**src/hdl/brrc_pkg.sv**
```systemverilog
`timescale 1ns / 1ps

package brrc_pkg;

	// Field widths.
	localparam int POS_W   = 31;
	localparam int WIDTH_W = 24;
	localparam int CNT_W   = 32;
	localparam int FRAC_W  = 25;
	localparam int LAST_W  = 32;

	// Shared divider geometry. The dividend is left aligned in NUM_W bits.
	localparam int NUM_W  = 56;
	localparam int DEN_W  = 32;
	localparam int STEP_W = 6;

	localparam logic [STEP_W-1:0] FRAC_STEPS = STEP_W'(NUM_W);
	localparam logic [STEP_W-1:0] MOD_STEPS  = STEP_W'(POS_W);

	localparam logic [WIDTH_W-1:0] BIN_WIDTH_RESET = WIDTH_W'(100);
	localparam logic [CNT_W-1:0]   COUNT_MAX       = '1;

	// Request codes.
	localparam logic OP_READ  = 1'b0;
	localparam logic OP_FLUSH = 1'b1;

	typedef struct packed {
		logic             opcode;
		logic [POS_W-1:0] read_position;
		logic             is_tumor;
	} in_item_t;

	typedef struct packed {
		logic [CNT_W-1:0]  tumor_in_bin;
		logic [CNT_W-1:0]  total_in_bin;
		logic [FRAC_W-1:0] tumor_fraction;
		logic [POS_W-1:0]  bin_first;
		logic [LAST_W-1:0] bin_last;
	} out_item_t;

	typedef struct packed {
		logic              start;
		logic [NUM_W-1:0]  num;
		logic [DEN_W-1:0]  den;
		logic [STEP_W-1:0] steps;
	} div_req_t;

	typedef struct packed {
		logic              busy;
		logic              done;
		logic [FRAC_W-1:0] quot;
		logic [DEN_W-1:0]  rem;
	} div_rsp_t;

endpackage

```
**src/hdl/brrc_div.sv**
```systemverilog
`timescale 1ns / 1ps

// Restoring divider, one quotient bit per cycle. The dividend is taken from
// the top of num, so a short dividend is left aligned and needs fewer steps.
module brrc_div (
	input  logic               clk,
	input  logic               arst_n,
	input  brrc_pkg::div_req_t req,
	output brrc_pkg::div_rsp_t rsp
);
	import brrc_pkg::*;

	logic [NUM_W-1:0]  num_q;
	logic [DEN_W-1:0]  den_q;
	logic [DEN_W-1:0]  rem_q;
	logic [FRAC_W-1:0] quot_q;
	logic [STEP_W-1:0] cnt_q;
	logic              busy_q;
	logic              done_q;

	logic [DEN_W:0]   trial;
	logic [DEN_W+1:0] diff;
	logic             ge;

	assign trial = {rem_q, num_q[NUM_W-1]};
	assign diff  = {1'b0, trial} - {2'b00, den_q};
	assign ge    = !diff[DEN_W+1];

	always_ff @(posedge clk or negedge arst_n) begin
		if (!arst_n) begin
			busy_q <= 1'b0;
			done_q <= 1'b0;
			cnt_q  <= '0;
			num_q  <= '0;
			den_q  <= '0;
			rem_q  <= '0;
			quot_q <= '0;
		end else begin
			done_q <= 1'b0;
			if (req.start) begin
				num_q  <= req.num;
				den_q  <= req.den;
				cnt_q  <= req.steps;
				rem_q  <= '0;
				quot_q <= '0;
				busy_q <= 1'b1;
			end else if (busy_q) begin
				// The remainder stays below the divisor, so it fits in DEN_W bits.
				rem_q  <= ge ? diff[DEN_W-1:0] : trial[DEN_W-1:0];
				num_q  <= {num_q[NUM_W-2:0], 1'b0};
				quot_q <= {quot_q[FRAC_W-2:0], ge};
				cnt_q  <= cnt_q - STEP_W'(1);
				if (cnt_q == STEP_W'(1)) begin
					busy_q <= 1'b0;
					done_q <= 1'b1;
				end
			end
		end
	end

	assign rsp.busy = busy_q;
	assign rsp.done = done_q;
	assign rsp.quot = quot_q;
	assign rsp.rem  = rem_q;

endmodule

```
**src/hdl/binned_read_ratio_counter.sv**
```systemverilog
`timescale 1ns / 1ps

// Counts tumor reads and all reads in fixed-width position bins whose first
// positions are 1 plus a multiple of bin_width (a width of 0 acts as 1).
// Reads must come in nondecreasing position order; a read at position 0 is
// dropped. A read that lands past the open bin, or a flush request, emits the
// open bin with both counts (saturating at 2^32-1), the tumor fraction in
// Q1.24 (truncated), and the bin's first and last positions. A read inside
// the open bin is counted without the divider, and the next request is
// taken in the cycle after. All division work runs through one shared
// bit-serial divider, one bit a cycle: opening a bin runs the bin alignment;
// closing a bin runs the fraction, waits to see the divider finish, loads
// the output register, and then, when a read opens the next bin, runs the
// alignment again. A flush runs the fraction and loads the output register.
// The output register holds a result until it is taken, while requests
// inside the bin keep flowing; a bin change waits at the output register
// only if an earlier result has not yet been taken. bin_width is written
// through cfg_we and cfg_data and must only change while the block is
// idle; it resets to 100.
module binned_read_ratio_counter (
	input  logic                            clk,
	input  logic                            arst_n,
	input  logic                            cfg_we,
	input  logic [brrc_pkg::WIDTH_W-1:0]    cfg_data,
	input  logic                            in_valid,
	output logic                            in_stall,
	input  brrc_pkg::in_item_t              in_data,
	output logic                            out_valid,
	input  logic                            out_stall,
	output brrc_pkg::out_item_t             out_data
);
	import brrc_pkg::*;

	typedef enum logic [1:0] {ST_IDLE, ST_FRAC, ST_PUT, ST_MOD} state_t;

	state_t             state_q;
	logic [WIDTH_W-1:0] bin_width_q;
	logic [POS_W-1:0]   start_q;
	logic [CNT_W-1:0]   tumor_tally_q;
	logic [CNT_W-1:0]   total_tally_q;
	logic               open_q;
	logic               pend_open_q;
	logic [POS_W-1:0]   pend_pos_q;
	logic               pend_tumor_q;
	logic               out_valid_q;
	out_item_t          out_q;

	div_req_t           div_req;
	div_rsp_t           div_rsp;

	logic [WIDTH_W-1:0] w_eff;
	logic [LAST_W-1:0]  last_pos;
	logic               accept;
	logic               is_flush;
	logic               pos_zero;
	logic               past_bin;
	logic               out_free;

	brrc_div u_div (
		.clk    (clk),
		.arst_n (arst_n),
		.req    (div_req),
		.rsp    (div_rsp)
	);

	// A width of zero behaves as one position per bin.
	assign w_eff    = (bin_width_q == '0) ? WIDTH_W'(1) : bin_width_q;
	assign last_pos = {1'b0, start_q} + LAST_W'(w_eff) - LAST_W'(1);

	assign accept   = in_valid && !in_stall;
	assign is_flush = (in_data.opcode == OP_FLUSH);
	assign pos_zero = (in_data.read_position == '0);
	assign past_bin = ({1'b0, in_data.read_position} > last_pos);
	assign out_free = !out_valid_q || !out_stall;

	assign in_stall  = (state_q != ST_IDLE);
	assign out_valid = out_valid_q;
	assign out_data  = out_q;

	// The divider serves two jobs: the fraction of a closing bin and the
	// alignment remainder (position - 1) mod width of an opening bin.
	always_comb begin
		div_req = '0;
		if (state_q == ST_IDLE && accept) begin
			if (is_flush) begin
				if (open_q) begin
					div_req.start = 1'b1;
					div_req.num   = {tumor_tally_q, 24'b0};
					div_req.den   = total_tally_q;
					div_req.steps = FRAC_STEPS;
				end
			end else if (!pos_zero) begin
				if (!open_q) begin
					div_req.start = 1'b1;
					div_req.num   = {in_data.read_position - POS_W'(1),
						(NUM_W-POS_W)'(0)};
					div_req.den   = DEN_W'(w_eff);
					div_req.steps = MOD_STEPS;
				end else if (past_bin) begin
					div_req.start = 1'b1;
					div_req.num   = {tumor_tally_q, 24'b0};
					div_req.den   = total_tally_q;
					div_req.steps = FRAC_STEPS;
				end
			end
		end else if (state_q == ST_PUT && out_free && pend_open_q) begin
			div_req.start = 1'b1;
			div_req.num   = {pend_pos_q - POS_W'(1), (NUM_W-POS_W)'(0)};
			div_req.den   = DEN_W'(w_eff);
			div_req.steps = MOD_STEPS;
		end
	end

	always_ff @(posedge clk or negedge arst_n) begin
		if (!arst_n) begin
			state_q       <= ST_IDLE;
			bin_width_q   <= BIN_WIDTH_RESET;
			start_q       <= '0;
			tumor_tally_q <= '0;
			total_tally_q <= '0;
			open_q        <= 1'b0;
			pend_open_q   <= 1'b0;
			pend_pos_q    <= '0;
			pend_tumor_q  <= 1'b0;
			out_valid_q   <= 1'b0;
			out_q         <= '0;
		end else begin
			if (cfg_we) begin
				bin_width_q <= cfg_data;
			end
			// In ST_PUT a free output register is always reloaded below.
			if (out_valid_q && !out_stall && state_q != ST_PUT) begin
				out_valid_q <= 1'b0;
			end
			case (state_q)
				ST_IDLE: begin
					if (accept) begin
						if (is_flush) begin
							if (open_q) begin
								pend_open_q <= 1'b0;
								state_q     <= ST_FRAC;
							end
						end else if (!pos_zero) begin
							pend_pos_q   <= in_data.read_position;
							pend_tumor_q <= in_data.is_tumor;
							if (!open_q) begin
								state_q <= ST_MOD;
							end else if (past_bin) begin
								pend_open_q <= 1'b1;
								state_q     <= ST_FRAC;
							end else begin
								// Read inside the open bin: saturating counts.
								if (in_data.is_tumor && tumor_tally_q != COUNT_MAX) begin
									tumor_tally_q <= tumor_tally_q + CNT_W'(1);
								end
								if (total_tally_q != COUNT_MAX) begin
									total_tally_q <= total_tally_q + CNT_W'(1);
								end
							end
						end
					end
				end
				ST_FRAC: begin
					if (div_rsp.done) begin
						state_q <= ST_PUT;
					end
				end
				ST_PUT: begin
					if (out_free) begin
						out_valid_q          <= 1'b1;
						out_q.tumor_in_bin   <= tumor_tally_q;
						out_q.total_in_bin   <= total_tally_q;
						out_q.tumor_fraction <= div_rsp.quot;
						out_q.bin_first      <= start_q;
						out_q.bin_last       <= last_pos;
						if (pend_open_q) begin
							state_q <= ST_MOD;
						end else begin
							open_q        <= 1'b0;
							tumor_tally_q <= '0;
							total_tally_q <= '0;
							state_q       <= ST_IDLE;
						end
					end
				end
				ST_MOD: begin
					if (div_rsp.done) begin
						// The remainder is below the width, so it fits a position.
						start_q       <= pend_pos_q - div_rsp.rem[POS_W-1:0];
						tumor_tally_q <= CNT_W'(pend_tumor_q);
						total_tally_q <= CNT_W'(1);
						open_q        <= 1'b1;
						pend_open_q   <= 1'b0;
						state_q       <= ST_IDLE;
					end
				end
				default: begin
					state_q <= ST_IDLE;
				end
			endcase
		end
	end

	// An open bin always holds at least one read.
	a_open_nonempty: assert property (@(posedge clk) disable iff (!arst_n)
		open_q |-> total_tally_q != '0)
		else $error("open bin with zero total");

	// Tumor count never exceeds the total, even under saturation.
	a_tumor_le_total: assert property (@(posedge clk) disable iff (!arst_n)
		tumor_tally_q <= total_tally_q)
		else $error("tumor count above total");

	// The fraction of any emitted bin is at most one, and its total is nonzero.
	a_frac_range: assert property (@(posedge clk) disable iff (!arst_n)
		out_valid_q |-> out_q.tumor_fraction <= 25'h1000000 && out_q.total_in_bin != '0)
		else $error("emitted bin out of range");

	// The divider is never left running while requests are taken.
	a_div_idle: assert property (@(posedge clk) disable iff (!arst_n)
		state_q == ST_IDLE |-> !div_rsp.busy)
		else $error("divider busy while idle");

endmodule
```
**config.mk**
```make
export PLATFORM = sky130hd
export DESIGN_NAME = binned_read_ratio_counter
export DESIGN_NICKNAME = d
export VERILOG_FILES = /design/src/hdl/brrc_pkg.sv /design/src/hdl/brrc_div.sv /design/src/hdl/binned_read_ratio_counter.sv
export SDC_FILE = /design/constraint.sdc
export NUM_CORES = 1
export LEC_CHECK = 0
export ABC_AREA = 1
export BUFFER_PORTS_ARGS = -buffer_cell sky130_fd_sc_hd__buf_2
export CAP_MARGIN = 20
export CORE_MARGIN = 3
export CORE_UTILIZATION = 40
export CTS_CLUSTER_DIAMETER = 30
export DETAILED_ROUTE_END_ITERATION = 8
export SLEW_MARGIN = 20
export SYNTH_ARGS = -nofsm -noshare
export SYNTH_HDL_FRONTEND = slang
export SYNTH_SLANG_ARGS = --single-unit
export TNS_END_PERCENT = 50
```
**constraint.sdc**
```tcl
create_clock -name clk -period 6.7 [get_ports clk]
set_clock_uncertainty 0.15 [all_clocks]
set_input_delay 0.335 -clock clk [delete_from_list [all_inputs] [get_ports clk]]
set_output_delay 0.335 -clock clk [all_outputs]
set_load 0.005 [all_outputs]
```
==> results of run 1 <==
## path summary, 6_finish.rpt
path | start | endpoint | slack, ns
setup reg to reg | bin_width_q[13] | u_div.rem_q[24] | 0.67
hold reg to reg | u_div.done_q | state_q[0] | 0.29
min in group asynchronous | arst_n | out_data[127] | 0.15
max in group asynchronous | arst_n | total_tally_q[20] | 4.80
setup / recovery | bin_width_q[13] | u_div.rem_q[24] | 0.67
hold / removal | in_data[1] | pend_pos_q[0] | 0.03
## area by class of cell
cell class              instances  area share (%)
multi-input cells            2884            42.3
flip-flops and latches        437            31.2
clock buffers                 143            9.02
repair buffers                317            6.10
inverters                     500            5.37
well taps                     931            3.32
clock inverters                74            2.70
diodes                          1         0.00713
## metrics by stage
stage	utilization [%]	hold slack [ns]
6_report	50.6	0.0313
5_1_grt	50.6	0.0600
4_1_cts	50.6	0.000156
3_5_place_dp	43.8	0.301
3_3_place_gp	43.8	0.278
2_1_floorplan	-	-0.111
## repair_timing
item	4_1_cts	5_1_grt
endpoints found under the hold margin	155	0
hold buffers	58	0
buffers inserted	0	0
resized for setup	0	0
## power by group
group | total, mW | switching, mW | internal [mW]
Clock | 5.74 | 1.79 | 3.95
Sequential | 4.41 | 0.844 | 3.56
Combinational | 10.6 | 6.96 | 3.60
## worst register-to-register path, delay by kind of cell (launching register included)
family / cells / cell delay, ns
AOI/OAI and AO/OA: 9 / 1.91
and+or+nand+nor: 15 / 1.69
adders and majority gates: 4 / 0.87
buffers and inverters: 5 / 0.80
DFF: 1 / 0.38
xor gates and xnor gates: 1 / 0.18
## logic make-up (layout without fill, tap and decap cells)
| kind of cell | Yosys count | after routing |
|---|---|---|
| buf+inv | 661 | 1034 |
| compound gates | 760 | 760 |
| xor+xnor | 95 | 95 |
| simple gates | 1873 | 1873 |
| fa+ha+maj | 156 | 156 |
| other cells | 0 | 1 |
| flops | 437 | 437 |
## layer usage
| layer | up-vias | global-route usage [%] | wire (um) | share of wire (%) |
|---|---|---|---|---|
| met5 | - | 0 | 13 | 0.012 |
| met4 | 2 | 12.1 | 4970 | 4.8 |
| met3 | 235 | 4.95 | 6600 | 6.3 |
| met2 | 937 | 44.8 | 47400 | 46 |
| met1 | 13000 | 36.8 | 45000 | 43 |
| li1 | 13700 | - | - | - |
## cells in the mapped netlist, drive strengths merged, types with 8 or more instances
library cell,n,area [um2]
a21o,10,75.1
a21oi,186,946
a221oi,8,70.1
a31oi,9,56.3
buf,33,196
clkbuf,128,480
dfrtp,434,10900
ha,153,1910
inv,499,1870
nand2,1113,4200
nand3,330,1670
nand3b,8,60.1
nand4,56,350
nor2,238,931
nor3,68,357
nor4,26,163
o21a,10,75.1
o21ai,464,2330
o21bai,10,75.1
o22ai,33,206
o31ai,9,67.6
or2,32,200
xnor2,38,333
xor2,57,499
## state kept, by name, summed over array words and instances, names as in the netlist
register       cells
u_div.rem_q       32
pend_tumor_q       1
u_div.den_q       32
u_div.busy_q       1
out_valid          1
tumor_tally_q     32
u_div.done_q       1
u_div.quot_q      25
pend_open_q        1
u_div.num_q       32
open_q             1
u_div.cnt_q        6
total_tally_q     32
state_q            2
bin_width_q       24
pend_pos_q        31
start_q           31
out_data         152
==> results, run 1 <==
- Summed over all layers, the routed wires come to around 100 mm.
- By instance count, the cell type seen most on the critical path is nand2_1.
- Once the floorplan was initialized, standard cells occupied about two fifths of the core.
- In the synthesized netlist the async set-or-reset flop fraction comes to 100%.
- In this run the standard cell core region covers 69,300 um2.
- Setup repair after global routing left no endpoint under its margin.
- The number of enable-type register cells in the synthesized netlist is 0.
- The path depth of the worst reg2reg path is 34.
- The number of global-route vias before repair is 26.7k.
- The overall power after layout is around 21 mW.
- The number of clock sinks is 437.
- The kind of cell adding the most delay to the critical path is compound AO/OA/AOI/OAI gates.
- The CTS buffer count is about 120.
- In this run the worst hold path is classified as in -> reg.
- Dividing total power by cell area gives a power density of a little under 600 nW/um2.
- The buffer levels on the longest clock path is 3.
- The area of the multi-input gates is between 10,000 and 15,000 um2.
- The run finished with clean final reports.
- For this run, the detailed router's first-pass iteration total came to 6.
- After Yosys synthesis, and, or, nand and nor cells account for 28.1% of the synthesized area.
- The kind of critical path is reg -> reg.
- During synthesis, Yosys emitted a total of 0 warnings.
- The post-route cell area is roughly 35,000 um2.
- The average footprint of a synthesized cell is between 7 and 8 um2.
- The floorplan die area is 74,000 um2.
- The H-tree generated during clock tree synthesis spans 3 levels.
- Based on the critical path, the design can be clocked at up to around 170 MHz.
- The sequential cell area fraction in the yosys report is between 30% and 40%.
- The initial antenna violation count is 1.
- The congestion estimate from routability-driven global placement came to 0.988.
- The clock-pin slew reported for the worst setup and hold paths after clock tree synthesis is ~0.05 ns.
- The root buffer selected by CTS is clkbuf_16.
- The top cell types in the final layout, fill and taps aside, are 1,109 x nand2_1, 488 x inv_1, 433 x dfrtp_1.
- After floorplanning, the core was divided into 96 placement rows.
- Across every metal layer, demand over resource in global routing totals 27.8%.
- The first-iteration detailed-routing DRC count is 2,357.
- The required time reported for the critical path endpoint is 7.12 ns.
- The clock period minus worst slack is just over 6 ns.
- The first global-routing pass estimated between 150 and 200 mm of wire.
- Summed over all cells, the static leakage comes to 17.2 nW.
- The overall overflow remaining after global route is 0.
- The number of register bits inferred by synthesis is between 400 and 500.
- The most common library cell in the layout ignoring fill and taps is nand2_1.
- Across all setup checks in the final design, the least slack found is ~0.67 ns.
- Once placement completed, the tool counted placed cells totaling between 5k and 6k.
- The final cycle utilization of the critical path is approximately nine tenths.
- Detailed placement finished with a half-perimeter wire length of about 78 mm.
- Entering global routing, the biggest net connects 154 pins.
- For the worst setup path, the data arrival time is 6.45 ns.
- The mapped netlist covers between 20,000 and 30,000 um2.
- In this run the count of I/O pins placed on the die edge is ~220.
- The number of antenna-violating nets in the routed design is 0.
- Excluding fillers, the count of instances in the completed layout stands at 5,287.
- The layout net count is roughly 4.5k.
- The number of buffers and inverters on the critical path is 5.
- Across the whole layout, storage elements account for 10,900 um2.
- After synthesis, the largest family of logic cells by area is simple AND/OR/NAND/NOR gates.
- The filler cells instantiated in the layout total 6,837.
- Along the worst path, the maximum fanout reaches 44.
- Prior to clock tree synthesis, the placed netlist has a worst setup slack of around 0.46 ns.
- In this run the horizontal extent of the chip is 272 um.
- The area fraction in compound gates after synthesis is approximately 14%.
- Buffers placed on the I/O ports in this run total 215.
- The mux cell area share after synthesis is 0%.
- The number of pins exceeding their max-slew limit in the final report came to 0.
- The via-per-instance ratio is around 5.3.
- The critical path endpoint category is a flop.
- The number of DRC violations after detailed routing is 0.
- The worst ir drop on vdd is 0.379 mV.
- The overall via count from detail_route is about 28k.
- The total of max-cap violations is 0.
- The cell type of the slowest stage on the worst timing path is dfrtp_1.
- The final-layout setup total negative slack is 0 ns.
- Counting instances, the worst hold path has a depth of 3.
- For this run, the slowest stage of the critical path takes 0.38 ns.
- The final count of negative-setup-slack endpoints is 0.
- The placed cell area is 30,400 um2.
- STA classifies the critical path startpoint as a flop.
- The proportion of layout cells with a drive suffix above 1 is ~12%.
- After synthesis, the netlist uses 53 different library cells.
- The count of final hold-check violations was 0.
- The die is between 200 and 300 um tall.
- The remaining max-slew budget at the tightest pin is ~29%.
- The synthesis-to-finish area growth is 23.9%.
- The depth of the critical timing path with buffers and inverters included is 34.
- The transition time of the tightest slew-check pin is roughly 1.1 ns.
- The cell count after synthesis came out at 3,982.
- The latest clock arrival within the worst-skew pair is between 0.6 and 0.7 ns.
- Summing the areas of all xor and xnor instances in the mapped netlist gives between 2 and 3% of the synthesized area.
- After Yosys synthesis, full adders, half adders and majority gates account for roughly 7.0% of the synthesized area.
- The most used flip-flop cell after synthesis is dfrtp_1.
- The net count of the mapped netlist is around 4.2k.
- TritonCTS built the clock tree.
- After detailed routing, the average wire length per cell comes to 19.7 um.
Note: power is estimated with default switching activity, not from simulation.
==> inputs of run 2 (changes only) <==
Settings changed: REMOVE_ABC_BUFFERS set to 1.
==> results, run 2 (synthesis results as in run 1) <==
- The launching instance or port of the critical path is bin_width_q[2].
- The vertical extent of the die came to 272 um (unchanged).
- The final weighted congestion in routability-driven placement is 0.957 (-3.1%).
- The synthesis-to-finish area growth is 23.4%.
- In the layout the commonest cells are 1,109 x nand2_1, 488 x inv_1, 433 x dfrtp_1.
- For this design, the slowest cell found on the critical path is a21oi_4.
- The detailed-routing iteration count for the pre-antenna-repair pass is 6 (unchanged).
- The run finished with clean final reports.
- The count of final hold-check violations is 0 (unchanged).
- The number of antenna-violating nets in the routed design is 0 (unchanged).
- STA classifies the critical path startpoint as a flop.
- The number of flip-flops under the largest register name is 152 (unchanged).
- The total of buffers placed on input and output ports was 215 (unchanged).
- The remaining max-slew budget at the tightest pin was 33.3% (+4.3 points).
- The overall via count from detail_route is 27.8k (-0.38%).
- The power per cell area came to 584 nW/um2 (-1.0%).
- The worst setup path is captured at a flop.
- The post-route non-filler standard cell count is 5,282 (-0.095%).
- The all-layer global routing usage came to 26.6% (-1.3 points).
- The longest individual stage delay on the worst path is 0.61 ns (+0.23 ns).
- The latest clock arrival within the worst-skew pair was 0.67 ns (about the same).
- The kind of critical path is reg -> reg.
- The number of top-level pins is 216 (unchanged).
- The buffer levels on the longest clock path is 3 (unchanged).
- The CTS buffer count came to 114 (-1.7%).
- The worst register-to-register path begins at bin_width_q[2].
- The global-route met3 utilization is 4.03% (-0.92 points).
- The slack of the worst reg-to-reg path is 0.40 ns (-0.26 ns).
- The maximum frequency from static timing analysis came to 159 MHz (-4.2%).
- The number of global-route vias before repair is 26.6k (-0.13%).
- The worst endpoint data arrival time is 6.72 ns (+0.27 ns).
- The number of placement rows is 96 (unchanged).
- The overall routed net length came to 101 mm (-3.3%).
- The total of max-cap violations is 0 (unchanged).
- The clock-pin slew reported for the worst setup and hold paths after clock tree synthesis is 0.05 ns (about the same).
- The number of DRC violations after detailed routing was 0 (unchanged).
- The required time reported for the critical path endpoint is 7.13 ns (about the same).
- The number of clock sinks is 437 (unchanged).
- The first-iteration detailed-routing DRC count is 2,251 (-4.5%).
- The worst reg2reg path endpoint is u_div.rem_q[12].
- The total inserted antenna cells was 0 (-1).
- The deepest level of the CTS H-tree came to 3 (unchanged).
- The number of pins exceeding their max-slew limit in the final report came to 0 (unchanged).
- The post-route cell area is 35,000 um2 (-0.40%).
- The path depth of the worst reg2reg path is 31 (-8.8%).
- The via-per-instance ratio is 5.26 (-0.29%).
- The worst-path maximum fanout is 20 (-55%).
- The root buffer selected by CTS is clkbuf_16.
- The transition time of the tightest slew-check pin is 0.991 ns (-0.0633 ns).
- The proportion of layout cells with a drive suffix above 1 is 12.1% (-0.20 points).
- The detail-routed net length per standard cell is 19.1 um (-3.2%).
- The minimum hold slack is 0.0492 ns (+0.0179 ns).
- The final count of negative-setup-slack endpoints is 0 (unchanged).
- The final cycle utilization of the critical path is 94.0% (+3.9 points).
- The met2 usage came to 45.0% (+0.20 points).
- The horizontal extent of the die is 272 um (unchanged).
- The post-DP HPWL is 74.0 mm (-5.5%).
- The filler cell count came to 6,830 (-0.10%).
- The initial antenna violation count is 1 (unchanged).
- The CTS tree is yes.
- Setup repair after global routing could not meet its margin everywhere.
- The floorplan die area is 74,000 um2 (unchanged).
- The path class of the lowest-slack min-delay path is in -> reg.
- The placed instance count is 5,004 (-0.12%).
- The area of the core is 69,300 um2 (unchanged).
- The layout net count was 4,467 (-0.16%).
- The placed cell area came to 30,300 um2 (-0.19%).
- The capture point of the worst path is u_div.rem_q[12].
- The total leakage power is 17.1 nW (-0.25%).
- The worst ir drop on vdd is 0.603 mV (+59%).
- The maximum number of pins on one net before global-route repair is 148 (-3.9%).
- The overall overflow remaining after global route is 0 (unchanged).
- The clock period minus worst slack is 6.30 ns (+0.264 ns).
- The most common library cell in the layout ignoring fill and taps is nand2_1.
- The starting density of the core is 40.9% (unchanged).
- The highest-utilization routing layer at the global route stage is met2.
- The met1 usage is 33.1% (-3.7 points).
- The wire length of the first global-routing pass is 154 mm (-3.8%).
- The cell occurring most often along the worst timing path is nand2_1.
run 2: worst min-delay path by stage:
stage                        from              end  slack (ns)  cells after the start
floorplan                  arst_n   bin_width_q[0]       -0.11                      0
global placement    out_data[106]    out_data[106]        0.30                      2
detailed placement         arst_n     out_data[54]        0.31                      1
CTS                      in_valid      pend_open_q       0.008                      5
global route           in_data[1]  u_div.num_q[25]        0.06                      6
finish                   in_valid      pend_open_q        0.05                      5
run 2: critical path, delay by kind of cell, from the launching register on:
kind,cells,cell delay [ns]
AOI/OAI and AO/OA,5,1.47
xor gates and xnor gates,1,0.40
adders and majority gates,4,0.98
and+or+nand+nor,18,2.35
buffers and inverters,3,0.29
DFF,1,0.52
run 2: report_power, final:
group	internal, mW	switching [mW]	leakage (nW)	total [mW]
clock network	3.90	1.76	1.97	5.67
logic	3.54	6.82	9.43	10.4
registers	3.56	0.823	5.74	4.38
total	11.0	9.41	17.1	20.4
run 2: per-layer routing:
layer / share of wire, % / wire length (um)
met5: 0.0080 / 8
met4: 4.9 / 4920
met3: 5.7 / 5750
met2: 48 / 47900
met1: 42 / 42100
run 2: through the flow:
step                setup TNS [ns]  util (%)  power (mW)  setup slack, ns
finish                           0      50.4        20.4            0.402
global route               -0.0144      50.4        22.0          -0.0144
CTS                              0      50.4        20.3            0.311
detailed placement               0      43.7        14.5            0.333
global placement                 0      43.7        14.5            0.558
floorplan                        0         -        10.9            0.113
run 2: repair_timing:
item,CTS,global route
endpoints found under the hold margin,159,0
hold buffers,57,0
gates resized for setup,0,4
setup endpoints to repair,0,65
buffers inserted,0,0
run 2: area by class of cell:
type	count	area [um2]	area share, %
clock buffers	147	3140	8.97
clock inverters	71	898	2.57
inverters	500	1880	5.39
multi-input cells	2887	14900	42.6
flip-flops and latches	437	10900	31.3
well taps	931	1160	3.33
repair buffers	309	2050	5.86
